==> src/sv/dcfd_pkg.sv <==
// Shared constants, command codes and the command decoder for the frame decoder.
`timescale 1ns / 1ps
`default_nettype none
package dcfd_pkg;

  // Frame geometry: positions 0..7 hold bytes, position 8 means overlong
  localparam int unsigned POS_W    = 4;
  localparam logic [3:0]  LAST_POS = 4'd7;

  // Configuration port
  localparam int unsigned PADDR_W = 3;
  localparam int unsigned PDATA_W = 32;
  localparam logic        REG_START = 1'b0;
  localparam logic        REG_END   = 1'b1;

  // Register reset values
  localparam logic [7:0] START_BYTE_RST = 8'd126;
  localparam logic [7:0] END_BYTE_RST   = 8'd41;

  // Command byte codes carried in frame byte 1
  localparam logic [7:0] CODE_FWD        = 8'h46;
  localparam logic [7:0] CODE_BACK       = 8'h47;
  localparam logic [7:0] CODE_LEFT_ENC   = 8'h42;
  localparam logic [7:0] CODE_RIGHT_ENC  = 8'h43;
  localparam logic [7:0] CODE_STOP       = 8'h72;
  localparam logic [7:0] CODE_LEFT_DEG   = 8'h71;
  localparam logic [7:0] CODE_RIGHT_DEG  = 8'h45;
  localparam logic [7:0] CODE_FWD_DIST   = 8'h70;
  localparam logic [7:0] CODE_BACK_DIST  = 8'h75;

  // Decoded command
  typedef enum logic [3:0] {
    CMD_UNKNOWN   = 4'd0,
    CMD_FWD       = 4'd1,
    CMD_BACK      = 4'd2,
    CMD_LEFT_ENC  = 4'd3,
    CMD_RIGHT_ENC = 4'd4,
    CMD_STOP      = 4'd5,
    CMD_LEFT_DEG  = 4'd6,
    CMD_RIGHT_DEG = 4'd7,
    CMD_FWD_DIST  = 4'd8,
    CMD_BACK_DIST = 4'd9
  } cmd_e;

  // Map a command byte onto its command
  function automatic cmd_e decode_cmd(input logic [7:0] code);
    cmd_e cmd;
    case (code)
      CODE_FWD:       cmd = CMD_FWD;
      CODE_BACK:      cmd = CMD_BACK;
      CODE_LEFT_ENC:  cmd = CMD_LEFT_ENC;
      CODE_RIGHT_ENC: cmd = CMD_RIGHT_ENC;
      CODE_STOP:      cmd = CMD_STOP;
      CODE_LEFT_DEG:  cmd = CMD_LEFT_DEG;
      CODE_RIGHT_DEG: cmd = CMD_RIGHT_DEG;
      CODE_FWD_DIST:  cmd = CMD_FWD_DIST;
      CODE_BACK_DIST: cmd = CMD_BACK_DIST;
      default:        cmd = CMD_UNKNOWN;
    endcase
    return cmd;
  endfunction

endpackage
`default_nettype wire

==> src/sv/delimited_command_frame_decoder.sv <==
// Frame decoder top level: byte register, frame store, result register, APB registers.
// The completing byte enters the byte register, then its result the result register.
// Throughput: one byte per cycle; the byte register advances whenever the result
// register is empty or being drained, so a waiting result does not block bytes
// that complete no frame.
// Reset: position, running distance sum and all valid flags clear; start byte
// resets to 126 and end byte to 41; frame bytes are undefined until written.
`timescale 1ns / 1ps
`default_nettype none
module delimited_command_frame_decoder (
  input  wire logic                          clk_i,
  input  wire logic                          rst_ni,
  // Byte channel
  input  wire logic                          in_valid_i,
  output logic                               in_ready_o,
  input  wire logic [7:0]                    rx_byte_i,
  // Result channel
  output logic                               out_valid_o,
  input  wire logic                          out_ready_i,
  output logic [3:0]                         command_o,
  output logic [15:0]                        ack_number_o,
  output logic [7:0]                         x_value_o,
  output logic [7:0]                         y_value_o,
  output logic [7:0]                         angle_value_o,
  output logic [15:0]                        distance_sum_o,
  // Configuration port
  input  wire logic                          psel,
  input  wire logic                          penable,
  input  wire logic                          pwrite,
  input  wire logic [dcfd_pkg::PADDR_W-1:0]  paddr,
  input  wire logic [dcfd_pkg::PDATA_W-1:0]  pwdata,
  output logic [dcfd_pkg::PDATA_W-1:0]       prdata,
  output logic                               pready
);

  // Configuration registers
  logic [7:0] start_q;
  logic [7:0] end_q;
  logic       cfg_wr;

  assign pready = 1'b1;
  assign cfg_wr = psel && penable && pwrite;

  always_ff @(posedge clk_i or negedge rst_ni) begin
    if (!rst_ni) begin
      start_q <= dcfd_pkg::START_BYTE_RST;
      end_q   <= dcfd_pkg::END_BYTE_RST;
    end else if (cfg_wr) begin
      if (paddr[2] == dcfd_pkg::REG_START) begin
        start_q <= pwdata[7:0];
      end else begin
        end_q <= pwdata[7:0];
      end
    end
  end

  // Read back the selected register
  always_comb begin
    if (paddr[2] == dcfd_pkg::REG_START) begin
      prdata = {{(dcfd_pkg::PDATA_W-8){1'b0}}, start_q};
    end else begin
      prdata = {{(dcfd_pkg::PDATA_W-8){1'b0}}, end_q};
    end
  end

  // Byte register
  logic       s1_valid_q;
  logic [7:0] s1_byte_q;
  logic       s1_fire;
  logic       out_free;
  logic       out_load;

  // Frame state
  logic [dcfd_pkg::POS_W-1:0] pos_q, pos_d;
  logic [7:0]                 frame_q [1:6];
  logic [15:0]                dist_q, dist_d;

  // Result register
  logic                 out_valid_q;
  dcfd_pkg::cmd_e       cmd_q;
  logic [15:0]          ack_q;
  logic [7:0]           x_q, y_q, angle_q;

  // Classify the held byte
  logic           is_start;
  logic           is_over;
  logic           done;
  dcfd_pkg::cmd_e cmd_dec;

  assign is_start = (s1_byte_q == start_q);
  assign is_over  = (pos_q > dcfd_pkg::LAST_POS);
  assign done     = !is_start && !is_over && (pos_q == dcfd_pkg::LAST_POS) &&
                    (s1_byte_q == end_q);
  assign cmd_dec  = dcfd_pkg::decode_cmd(frame_q[1]);

  // Advance the byte register unless a finished frame must wait for the result register
  assign out_free   = !out_valid_q || out_ready_i;
  assign s1_fire    = s1_valid_q && (!done || out_free);
  assign out_load   = s1_fire && done;
  assign in_ready_o = !s1_valid_q || s1_fire;

  always_ff @(posedge clk_i or negedge rst_ni) begin
    if (!rst_ni) begin
      s1_valid_q <= 1'b0;
    end else if (in_ready_o) begin
      s1_valid_q <= in_valid_i;
    end
  end

  always_ff @(posedge clk_i) begin
    if (in_valid_i && in_ready_o) begin
      s1_byte_q <= rx_byte_i;
    end
  end

  // Next write position and running distance
  always_comb begin
    pos_d  = pos_q;
    dist_d = dist_q;
    if (s1_fire) begin
      if (is_start) begin
        pos_d = dcfd_pkg::POS_W'(1);
      end else if (is_over || done) begin
        pos_d = '0;
      end else begin
        pos_d = pos_q + dcfd_pkg::POS_W'(1);
      end
      if (done && (cmd_dec == dcfd_pkg::CMD_FWD_DIST)) begin
        dist_d = dist_q + {8'b0, frame_q[4]};
      end
    end
  end

  always_ff @(posedge clk_i or negedge rst_ni) begin
    if (!rst_ni) begin
      pos_q  <= '0;
      dist_q <= '0;
    end else begin
      pos_q  <= pos_d;
      dist_q <= dist_d;
    end
  end

  // Store bytes 1 to 6; bytes 0 and 7 are never read back
  always_ff @(posedge clk_i) begin
    for (int i = 1; i <= 6; i++) begin
      if (s1_fire && !is_start && !is_over && (pos_q[2:0] == 3'(i))) begin
        frame_q[i] <= s1_byte_q;
      end
    end
  end

  // Result register: load on a completed frame, drop once taken
  always_ff @(posedge clk_i or negedge rst_ni) begin
    if (!rst_ni) begin
      out_valid_q <= 1'b0;
    end else if (out_load) begin
      out_valid_q <= 1'b1;
    end else if (out_ready_i) begin
      out_valid_q <= 1'b0;
    end
  end

  always_ff @(posedge clk_i) begin
    if (out_load) begin
      cmd_q   <= cmd_dec;
      ack_q   <= {frame_q[2], frame_q[3]};
      x_q     <= frame_q[4];
      y_q     <= frame_q[5];
      angle_q <= frame_q[6];
    end
  end

  assign out_valid_o    = out_valid_q;
  assign command_o      = cmd_q;
  assign ack_number_o   = ack_q;
  assign x_value_o      = x_q;
  assign y_value_o      = y_q;
  assign angle_value_o  = angle_q;
  assign distance_sum_o = dist_q;

`ifndef SYNTH
  // Position never goes beyond the overlong mark
  assert property (@(posedge clk_i) disable iff (!rst_ni)
    pos_q <= (dcfd_pkg::LAST_POS + dcfd_pkg::POS_W'(1)))
    else $error("write position out of range");

  // A completed frame always returns the position to zero
  assert property (@(posedge clk_i) disable iff (!rst_ni)
    out_load |=> (pos_q == '0) && out_valid_q)
    else $error("frame completion did not reset position");

  // A held byte stays put while the result register blocks it
  assert property (@(posedge clk_i) disable iff (!rst_ni)
    (s1_valid_q && !s1_fire) |=> s1_valid_q && $stable(s1_byte_q))
    else $error("stalled byte lost");

  // The distance sum moves only with a forward-distance result
  assert property (@(posedge clk_i) disable iff (!rst_ni)
    (dist_q != $past(dist_q)) |-> ($past(out_load) &&
                                   (cmd_q == dcfd_pkg::CMD_FWD_DIST)))
    else $error("distance sum changed without a forward-distance frame");
`endif

endmodule
`default_nettype wire
==> config.mk <==
export PLATFORM = sky130hd
export DESIGN_NAME = delimited_command_frame_decoder
export DESIGN_NICKNAME = d
export VERILOG_FILES = /design/src/sv/dcfd_pkg.sv /design/src/sv/delimited_command_frame_decoder.sv
export SDC_FILE = /design/constraint.sdc
export NUM_CORES = 1
export LEC_CHECK = 0
export BUFFER_PORTS_ARGS = -buffer_cell sky130_fd_sc_hd__buf_2
export CELL_PAD_IN_SITES_DETAIL_PLACEMENT = 1
export CELL_PAD_IN_SITES_GLOBAL_PLACEMENT = 1
export CORE_MARGIN = 4
export CORE_UTILIZATION = 39
export DETAILED_ROUTE_END_ITERATION = 7
export GPL_TIMING_DRIVEN = 0
export PLACE_DENSITY_LB_ADDON = 0.1
export SKIP_CTS_REPAIR_TIMING = 1
export SKIP_LAST_GASP = 1
export SYNTH_ARGS = -nofsm -noshare
export SYNTH_HDL_FRONTEND = slang
export SYNTH_SLANG_ARGS = --single-unit
==> constraint.sdc <==
create_clock -name clk_i -period 7.09 [get_ports clk_i]
set_clock_uncertainty 0.2 [all_clocks]
set_input_delay 0 -clock clk_i [delete_from_list [all_inputs] [get_ports clk_i]]
set_output_delay 0 -clock clk_i [all_outputs]
set_load 0.01 [all_outputs]
# Word level (Yosys, flattened, before mapping)
# Memory sizes are Yosys's and may differ from the RTL's. A register that Yosys moved wholly into a read port is not among the register bits.
# Cells that the tools add are included.
dict set report totals {
  regBits 58
  mem_bits_rw 48
  in_bits 50
  output_inout_bits 95
  wordCells 101
  mem_count 1
}
# memory depth width read_ports rd_clocked_by_memory_dff wr line
set mem_list {}
lappend mem_list {frame_q 6 8 6 4 1 delimited_command_frame_decoder.sv:75} ;# logic [7:0] frame_q [1:6];
dict set report classes {
  n_addsub 2
  order_cmp 1
  n_eq_ne 19
  muxes 33
  n_bitwise 1
  n_reduce_logical 35
}
# operator count
set ops {}
lappend ops {{8-bit by 7-bit equality test with 1-bit output (second input constant)} 9}
lappend ops {{8-bit 2-to-1 mux} 6}
lappend ops {{8-bit OR reduction} 5}
lappend ops {{4-bit case mux with 9 select lines} 1}
lappend ops {{1-bit 2-to-1 mux} 19}
lappend ops {{1-bit logical AND} 17}
lappend ops {{16-bit by 8-bit adder with 16-bit output} 1}
lappend ops {{8-bit equality test} 2}
lappend ops {{3-bit 2-to-1 mux} 5}
lappend ops {{3-bit equality test (second input constant)} 3}
lappend ops {{4-bit 2-to-1 mux} 2}
lappend ops {{3-bit by 2-bit equality test with 1-bit output (second input constant)} 2}
lappend ops {{2-bit AND reduction} 3}
lappend ops {{1-bit zero test} 5}
lappend ops {{4-bit by 1-bit adder with 4-bit output (second input constant)} 1}
lappend ops {{4-bit by 3-bit equality test with 1-bit output (second input constant)} 1}
lappend ops {{4-bit equality test (second input constant)} 1}
lappend ops {{4-bit by 3-bit greater-than comparator with 1-bit output (second input constant)} 1}
lappend ops {{1-bit logical OR} 4}
lappend ops {{3-bit by 1-bit equality test with 1-bit output (second input constant)} 1}
lappend ops {{2-bit nonzero test} 1}
lappend ops {{1-bit NOT} 1}

# Longest topological paths before layout
# Gate-level depths: netlist of run 1.
dict set report depth {
  word_depth 19
  mapped_depth 9
  ltp_nobuf 8
}

# Worst setup path after synthesis of run 1
# Ideal clock, no wire load.
dict set report synth_timing {
  path_type {register to register}
  startpoint {register pos_q[0] (netlist bit)}
  endpoint {register ack_q[0] (netlist: ack_number_o[0]) (read register of frame_q), enable pin}
  setup_ps 446
  arrival_ps 3265
  required_time_ps 6444
  slack_ps 3179
  path_stages_with_launch 7
  n_path_buf 0
  synth_period_minus_slack_ps 3911
  cell_sequence {dfrtp_1 -> ha_1 -> and3b_1 -> nand4_2 -> nor4_4 -> nand3_1 -> nor2_1}
}
dict set report synth_via {
  elab_chain_len 9
  word_cells_on_any_way 10
  classes_between {1 x order compare; 1 x eq/ne; 8 x reduce/logical}
}
# item line
set synth_rtl {}
lappend synth_rtl {{from (decl)} delimited_command_frame_decoder.sv:74} ;# logic [dcfd_pkg::POS_W-1:0] pos_q, pos_d;
lappend synth_rtl {{from (signal assigned)} delimited_command_frame_decoder.sv:139} ;# pos_q <= pos_d;
lappend synth_rtl {{4-bit by 3-bit greater-than comparator with 1-bit output} delimited_command_frame_decoder.sv:91} ;# assign is_over = (pos_q > dcfd_pkg::LAST_POS);
lappend synth_rtl {{1-bit zero test} delimited_command_frame_decoder.sv:92} ;# assign done = !is_start && !is_over && (pos_q == dcfd_pkg::LAST_POS) &&
lappend synth_rtl {{1-bit logical AND} delimited_command_frame_decoder.sv:92}
lappend synth_rtl {{1-bit logical AND * (2 in a row)} delimited_command_frame_decoder.sv:92}
lappend synth_rtl {{1-bit zero test} delimited_command_frame_decoder.sv:98} ;# assign s1_fire = s1_valid_q && (!done || out_free);
lappend synth_rtl {{1-bit logical OR} delimited_command_frame_decoder.sv:98}
lappend synth_rtl {{1-bit logical AND} delimited_command_frame_decoder.sv:98}
lappend synth_rtl {{1-bit logical AND *} delimited_command_frame_decoder.sv:99} ;# assign out_load = s1_fire && done;
lappend synth_rtl {{named net out_load} delimited_command_frame_decoder.sv:71} ;# logic out_load;
lappend synth_rtl {{to (decl)} delimited_command_frame_decoder.sv:81} ;# logic [15:0] ack_q;
# The timed path passes the listed nets; every way through them passes the cells marked *.
# A chain may end at the register's enable or synchronous reset.

# Final worst setup path of run 1
dict set report layout_timing {
  startpoint {register s1_byte_q[4]}
  endpoint {register ack_q[15] (netlist: ack_number_o[15]) (read register of frame_q), enable pin}
}
dict set report layout_via {
  elab_chain_len 9
  word_cells_on_any_way 10
  classes_between {2 x eq/ne; 8 x reduce/logical}
}
# item line
set layout_rtl {}
lappend layout_rtl {{from (decl)} delimited_command_frame_decoder.sv:68} ;# logic [7:0] s1_byte_q;
lappend layout_rtl {{from (signal assigned)} delimited_command_frame_decoder.sv:112} ;# s1_byte_q <= rx_byte_i;
lappend layout_rtl {{8-bit equality test} delimited_command_frame_decoder.sv:90} ;# assign is_start = (s1_byte_q == start_q);
lappend layout_rtl {{1-bit zero test} delimited_command_frame_decoder.sv:92}
lappend layout_rtl {{1-bit logical AND (2 in a row)} delimited_command_frame_decoder.sv:92}
lappend layout_rtl {{1-bit logical AND *} delimited_command_frame_decoder.sv:92}
lappend layout_rtl {{1-bit zero test} delimited_command_frame_decoder.sv:98}
lappend layout_rtl {{1-bit logical OR} delimited_command_frame_decoder.sv:98}
lappend layout_rtl {{1-bit logical AND} delimited_command_frame_decoder.sv:98}
lappend layout_rtl {{1-bit logical AND *} delimited_command_frame_decoder.sv:99}
lappend layout_rtl {{named net out_load} delimited_command_frame_decoder.sv:71}
# Marks and branches as above.

==> impl_metrics.ini, run 1 <==
[status]
outcome = complete, no violations

[yosys]
synthTopCellsByArea = edfxtp_1 (53%), dfrtp_1 (13%), mux2_2 (5.2%)
netlist.top_cell.by_area = edfxtp_1
synth_commonest_cells = edfxtp_1 (100), dfrtp_1 (29), mux2_2 (26), buf_4 (25), xor2_1 (20)
synth_edf_count = 100
synthArstFlopShare = 0.275
ys_types = 48
synthMuxAreaShare = 0.0517
yosysWarnings = 0
syn_inst = 354
synth_top_family_by_area = simple AND/OR/NAND/NOR gates
synth_xor_xnor_area_share = 0.0433
syn_area_mm2 = 0.00566
ys_seq_area_frac = 0.700
synth_top_area_share = 0.530
synth_area_per_cell_um2 = 16.0
synth_fa_ha_area_frac = 0.0323
synth_compound_area_frac = 0.0435
yosysMostFrequentCell = edfxtp_1
ys_ff_latch = 138
synth-simple-area-share = 0.0842
synthFlopType = edfxtp_1

[global_route]
grt_overflow = 0
grt_usage = 0.151
antenna_found_initial = 0
grt_pass1_wl_mm = 18.5
grt_pass1_vias = 3382
grt_max_degree = 39

[clock_network]
h-tree-depth = 4
clock-sinks = 138
clockRootBuffer = clkbuf_16
path_clk_slew_ns = 0.06
clock_latency_ns = 0.43
cts_buffers = 17
cts_tree = built
clk_path_buf_depth = 2

[floorplan]
die_h_um = 129
die_x_um = 129
ios = 145
coreArea_mm2 = 0.0140
dieArea_mm2 = 0.0165
rows = 43
initial_core_util = 0.403

[worst_setup_path]
worst-path-max-fanout = 36
r2r_end = ack_number_o[15]
crit_path_start_kind = flip-flop
cp-end-kind = flip-flop
cp_slowest_cell = edfxtp_1
cp_data_arrival_time_ns = 2.77
crit_type = reg -> reg
critPathMaxStageDelay_ns = 0.59
ff2ff_path_depth = 6
startpoint = s1_byte_q[4]
worstPathRequired_ns = 7.01
path_delay_family = simple AND/OR/NAND/NOR gates
cp_cell_sequence = xnor2_1, nand4_2, nor4_4, nand3_1, nor2_4, buf_12
r2r-start = s1_byte_q[4]
path_buf_inv = 1
rrSetupSlack_ns = 4.24

[finish]
layout.nets = 572
diodes = 0
drive_gt1_frac = 0.388
final_cells = 701
synthToLayoutAreaGrowth_pct = 27.7
fin_util = 0.515
fillers = 1402

[sta]
rsz0062_at_grt = false
hold_viol_final = 0
setup_violations = 0
fin_crit_sh = 0.402
fin_crit_ns = 2.85
worstMarginPinSlew_ns = 0.917
final_max_slew_viol_count = 0
clock.fmax_mhz = 351
slew_headroom = 0.389
fin_tns_setup_ns = 0

[power_and_ir_drop]
swShare = 0.252
p_sw_uw = 515
pwr-share-clk = 0.420
comb_power_share = 0.090
p_int_uw = 1530
power_density_mw_per_mm2 = 283
p_seq_frac = 0.490
irDropWorstVdd_mv = 0.148
power_leakage_uw = 0.00309
finalPower_uw = 2050

[routing]
routed_wl_mm = 12.0
drtPass1Iterations = 4
antenna_left = 0
drcViolationCount = 0
wl_per_cell_um = 17.2
num_vias = 3321
vias_per_cell = 4.74
first_iter_violations = 145

[min_path]
hp-class = in -> async

[placement]
gp_congestion = 0.792
dp_cells = 650
port_buffers = 92
dp_hpwl_mm = 8.46

[job]
max_cap_viol_count = 0
## logic make-up after synthesis
| group | after synthesis |
|---|---|
| muxes | 26 |
| and+or+nand+nor | 73 |
| DFF | 138 |
| buffers and inverters | 37 |
| xor gates and xnor gates | 28 |
| other | 2 |
| adders and majority gates | 14 |
| AOI/OAI and AO/OA | 36 |
## cells in the final DEF, fill, tap and decap left out, drive strengths merged, types with 2 or more instances in the layout
| cell type | instances |
|---|---|
| a21bo | 2 |
| and3 | 5 |
| clkbuf | 19 |
| a211oi | 5 |
| o21ai | 11 |
| o2bb2ai | 3 |
| dfrtp | 29 |
| nor4b | 2 |
| mux2 | 26 |
| xnor2 | 8 |
| a21oi | 4 |
| dlygate4sd3 | 19 |
| nor4 | 7 |
| o31ai | 4 |
| or3 | 2 |
| xor2 | 20 |
| edfxtp | 100 |
| nand3 | 6 |
| nand4b | 3 |
| nand4 | 3 |
| ha | 13 |
| a21o | 2 |
| dfstp | 9 |
| nor2b | 2 |
| inv | 17 |
| clkinv | 4 |
| nor3 | 4 |
| buf | 120 |
| nor2 | 16 |
| conb | 25 |
| nand2 | 17 |
## worst max-delay path by stage
stage	end	slack [ns]	cells past startpoint
2_1_floorplan	ack_number_o[0]	3.18	6
3_3_place_gp	angle_value_o[3]	2.01	5
3_5_place_dp	angle_value_o[2]	4.16	6
4_1_cts	command_o[2]	4.17	6
5_1_grt	frame_q[4][1]	4.04	5
6_report	ack_number_o[15]	4.24	6
## flip-flops by register name, indices dropped and copies added (netlist names)
signal	flops
x_value_o	8
s1_byte_q	8
ack_number_o	16
pos_q	4
out_valid_o	1
end_q	8
y_value_o	8
start_q	8
angle_value_o	8
frame_q	48
command_o	4
distance_sum_o	16
s1_valid_q	1
## routing by layer
metal / part of all wire / global-route usage / vias up
met5: 0 / 0 / -
met4: 0.017 / 0.0537 / 0
met3: 0.057 / 0.0573 / 16
met2: 0.51 / 0.253 / 82
met1: 0.42 / 0.179 / 1645
li1: - / - / 1578
## power by group through the flow
stage / sequential [uW] / clock, uW / combinational, uW
finish: 1000 / 861 / 184
global route: 1010 / 918 / 208
CTS: 1000 / 881 / 179
detailed placement: 1020 / 0 / 178
global placement: 1020 / 0 / 173
floorplan: 995 / 0 / 131
## area by class of cell
type,count,area [um2],share of cell area
Clock inverter,15,154,0.0213
Tap cell,180,225,0.0311
Inverter,8,30.0,0.00415
Clock buffer,17,425,0.0588
Sequential cell,138,3970,0.548
Multi-Input combinational cell,202,1550,0.214
Buffer,29,218,0.0301
Timing Repair Buffer,112,671,0.0927
## worst register-to-register path, delay by kind of cell (launching register included)
family                    cells  cell delay (ns)
xor gates and xnor gates      1             0.27
buffers and inverters         1             0.27
DFF                           1             0.59
and+or+nand+nor               4             1.19
## through the flow
step | hold WS [ns] | area [um2] | setup slack, ns
detailed placement | -0.0210 | 6460 | 4.16
floorplan | -0.496 | 5750 | 3.18
CTS | -0.476 | 7040 | 4.17
finish | 0.0446 | 7230 | 4.24
global route | 0.0727 | 7230 | 4.04
global placement | -0.0196 | 6440 | 2.01
(Power assumes the default switching activity.)
==> run 2, diff against run 1 <==
clock period = 2.35 ns   (was 7.09 ns; I/O delays follow)
==> impl_metrics.ini, run 2 (synthesized netlist as in run 1, its figures left out) <==
[status]
violations = negative setup slack
outcome = complete, but fails checks

[routing]
first_iter_violations = 131
num_vias = 3497
drcViolationCount = 0
wl_per_cell_um = 18.1
routed_wl_mm = 13.3
vias_per_cell = 4.74
antenna_left = 0
drtPass1Iterations = 4

[power_and_ir_drop]
irDropWorstVdd_mv = 0.477
finalPower_uw = 6440
power_leakage_uw = 0.00341
power_density_mw_per_mm2 = 815

[clock_network]
clock-sinks = 138
cts_buffers = 17
clock_latency_ns = 0.41
path_clk_slew_ns = 0.06
cts_tree = built
h-tree-depth = 4
clockRootBuffer = clkbuf_16
clk_path_buf_depth = 2

[placement]
gp_congestion = 0.771
dp_hpwl_mm = 8.30
port_buffers = 92

[floorplan]
rows = 43
die_h_um = 129
initial_core_util = 0.403
ios = 145
die_x_um = 129
coreArea_mm2 = 0.0140
dieArea_mm2 = 0.0165

[global_route]
grt_usage = 0.149
antenna_found_initial = 0
grt_pass1_vias = 3394
grt_overflow = 0
grt_max_degree = 45
grt_pass1_wl_mm = 18.5

[finish]
final_common_cell = edfxtp_1
top_register = frame_q
fillers = 1374
diodes = 0
synthToLayoutAreaGrowth_pct = 39.5
drive_gt1_frac = 0.492
largest_reg_flops = 48
final_cell_mix = edfxtp_1 (100), buf_2 (92), buf_4 (47), dfrtp_1 (27), conb_1 (25)
layout.nets = 608

[worst_setup_path]
cp_data_arrival_time_ns = 2.35
crit_type = reg -> reg
worst-path-max-fanout = 8
startpoint = pos_q[0]
rrSetupSlack_ns = -0.08
cp_slowest_cell = dfrtp_2
cp_cell_sequence = ha_4, and3b_1, nand4_2, nor4_4, buf_4, buf_4, a211oi_4, and3_4
ff2ff_path_depth = 8
cp-end-kind = flip-flop
r2r_end = frame_q[4][0]
r2r-start = pos_q[0]
crit_top_cell = buf_4
crit_path_start_kind = flip-flop
critPathMaxStageDelay_ns = 0.44
worstPathRequired_ns = 2.26

[sta]
worstMarginPinSlew_ns = 0.896
fin_tns_setup_ns = -3.61
setup_violations = 100
final_max_slew_viol_count = 0
fin_crit_ns = 2.43
clock.fmax_mhz = 411
setup_ws_ns = -0.0837
rsz0062_at_grt = true
hold_viol_final = 0
slew_headroom = 0.403
fin_crit_sh = 1.04

[min_path]
hp-class = in -> async

[job]
max_cap_viol_count = 0
run 2: worst max path at each step:
stage                              to  slack, ns  depth (start not counted)
floorplan             ack_number_o[0]      -0.30                          6
global placement     angle_value_o[3]      -0.96                          5
detailed placement   angle_value_o[4]      -0.98                          5
CTS                      command_o[2]      -0.99                          5
global route        distance_sum_o[9]      -0.21                         10
finish                  frame_q[4][0]      -0.08                          8
run 2: critical path, delay by kind of cell (launching register included):
family                   cells  cell delay, ns
AO/OA/AOI/OAI                1            0.34
adder cells (fa/ha/maj)      1            0.17
buffers and inverters        2            0.30
flip-flops                   1            0.44
AND/OR/NAND/NOR              4            0.66
run 2: cell type report:
cell class / count / area, um2 / share of cell area
buffer: 29 / 230 / 0.0291
clock buffer: 17 / 425 / 0.0538
clock inverter: 15 / 173 / 0.0219
inverter: 8 / 30.0 / 0.00380
multi-input combinational: 205 / 1830 / 0.231
sequential: 138 / 3970 / 0.502
tap: 180 / 225 / 0.0285
timing repair buffer: 145 / 1020 / 0.129
run 2: metal layers:
metal,up-vias,global-route usage,share of wire
li1,1662,-,-
met1,1744,0.182,0.41
met2,77,0.248,0.53
met3,14,0.0461,0.048
met4,0,0.0611,0.014
met5,-,0,0
run 2: power breakdown:
part,internal [uW],total [uW],switching [uW]
combinational,373,747,375
clock,1670,2690,1020
sequential,2860,3000,143
total,4900,6440,1540
run 2: stage by stage:
stage / cell area [um2] / setup slack [ns] / std cells / hold WS, ns / utilization
floorplan: 5770 / -0.296 / 377 / -0.496 / -
detailed placement: 6450 / -0.976 / 649 / -0.0209 / 0.459
global placement: 6450 / -0.958 / 649 / -0.0264 / 0.459
global route: 7900 / -0.207 / 737 / 0.101 / 0.563
CTS: 7050 / -0.994 / 681 / -0.481 / 0.502
finish: 7900 / -0.0837 / 737 / 0.0458 / 0.563
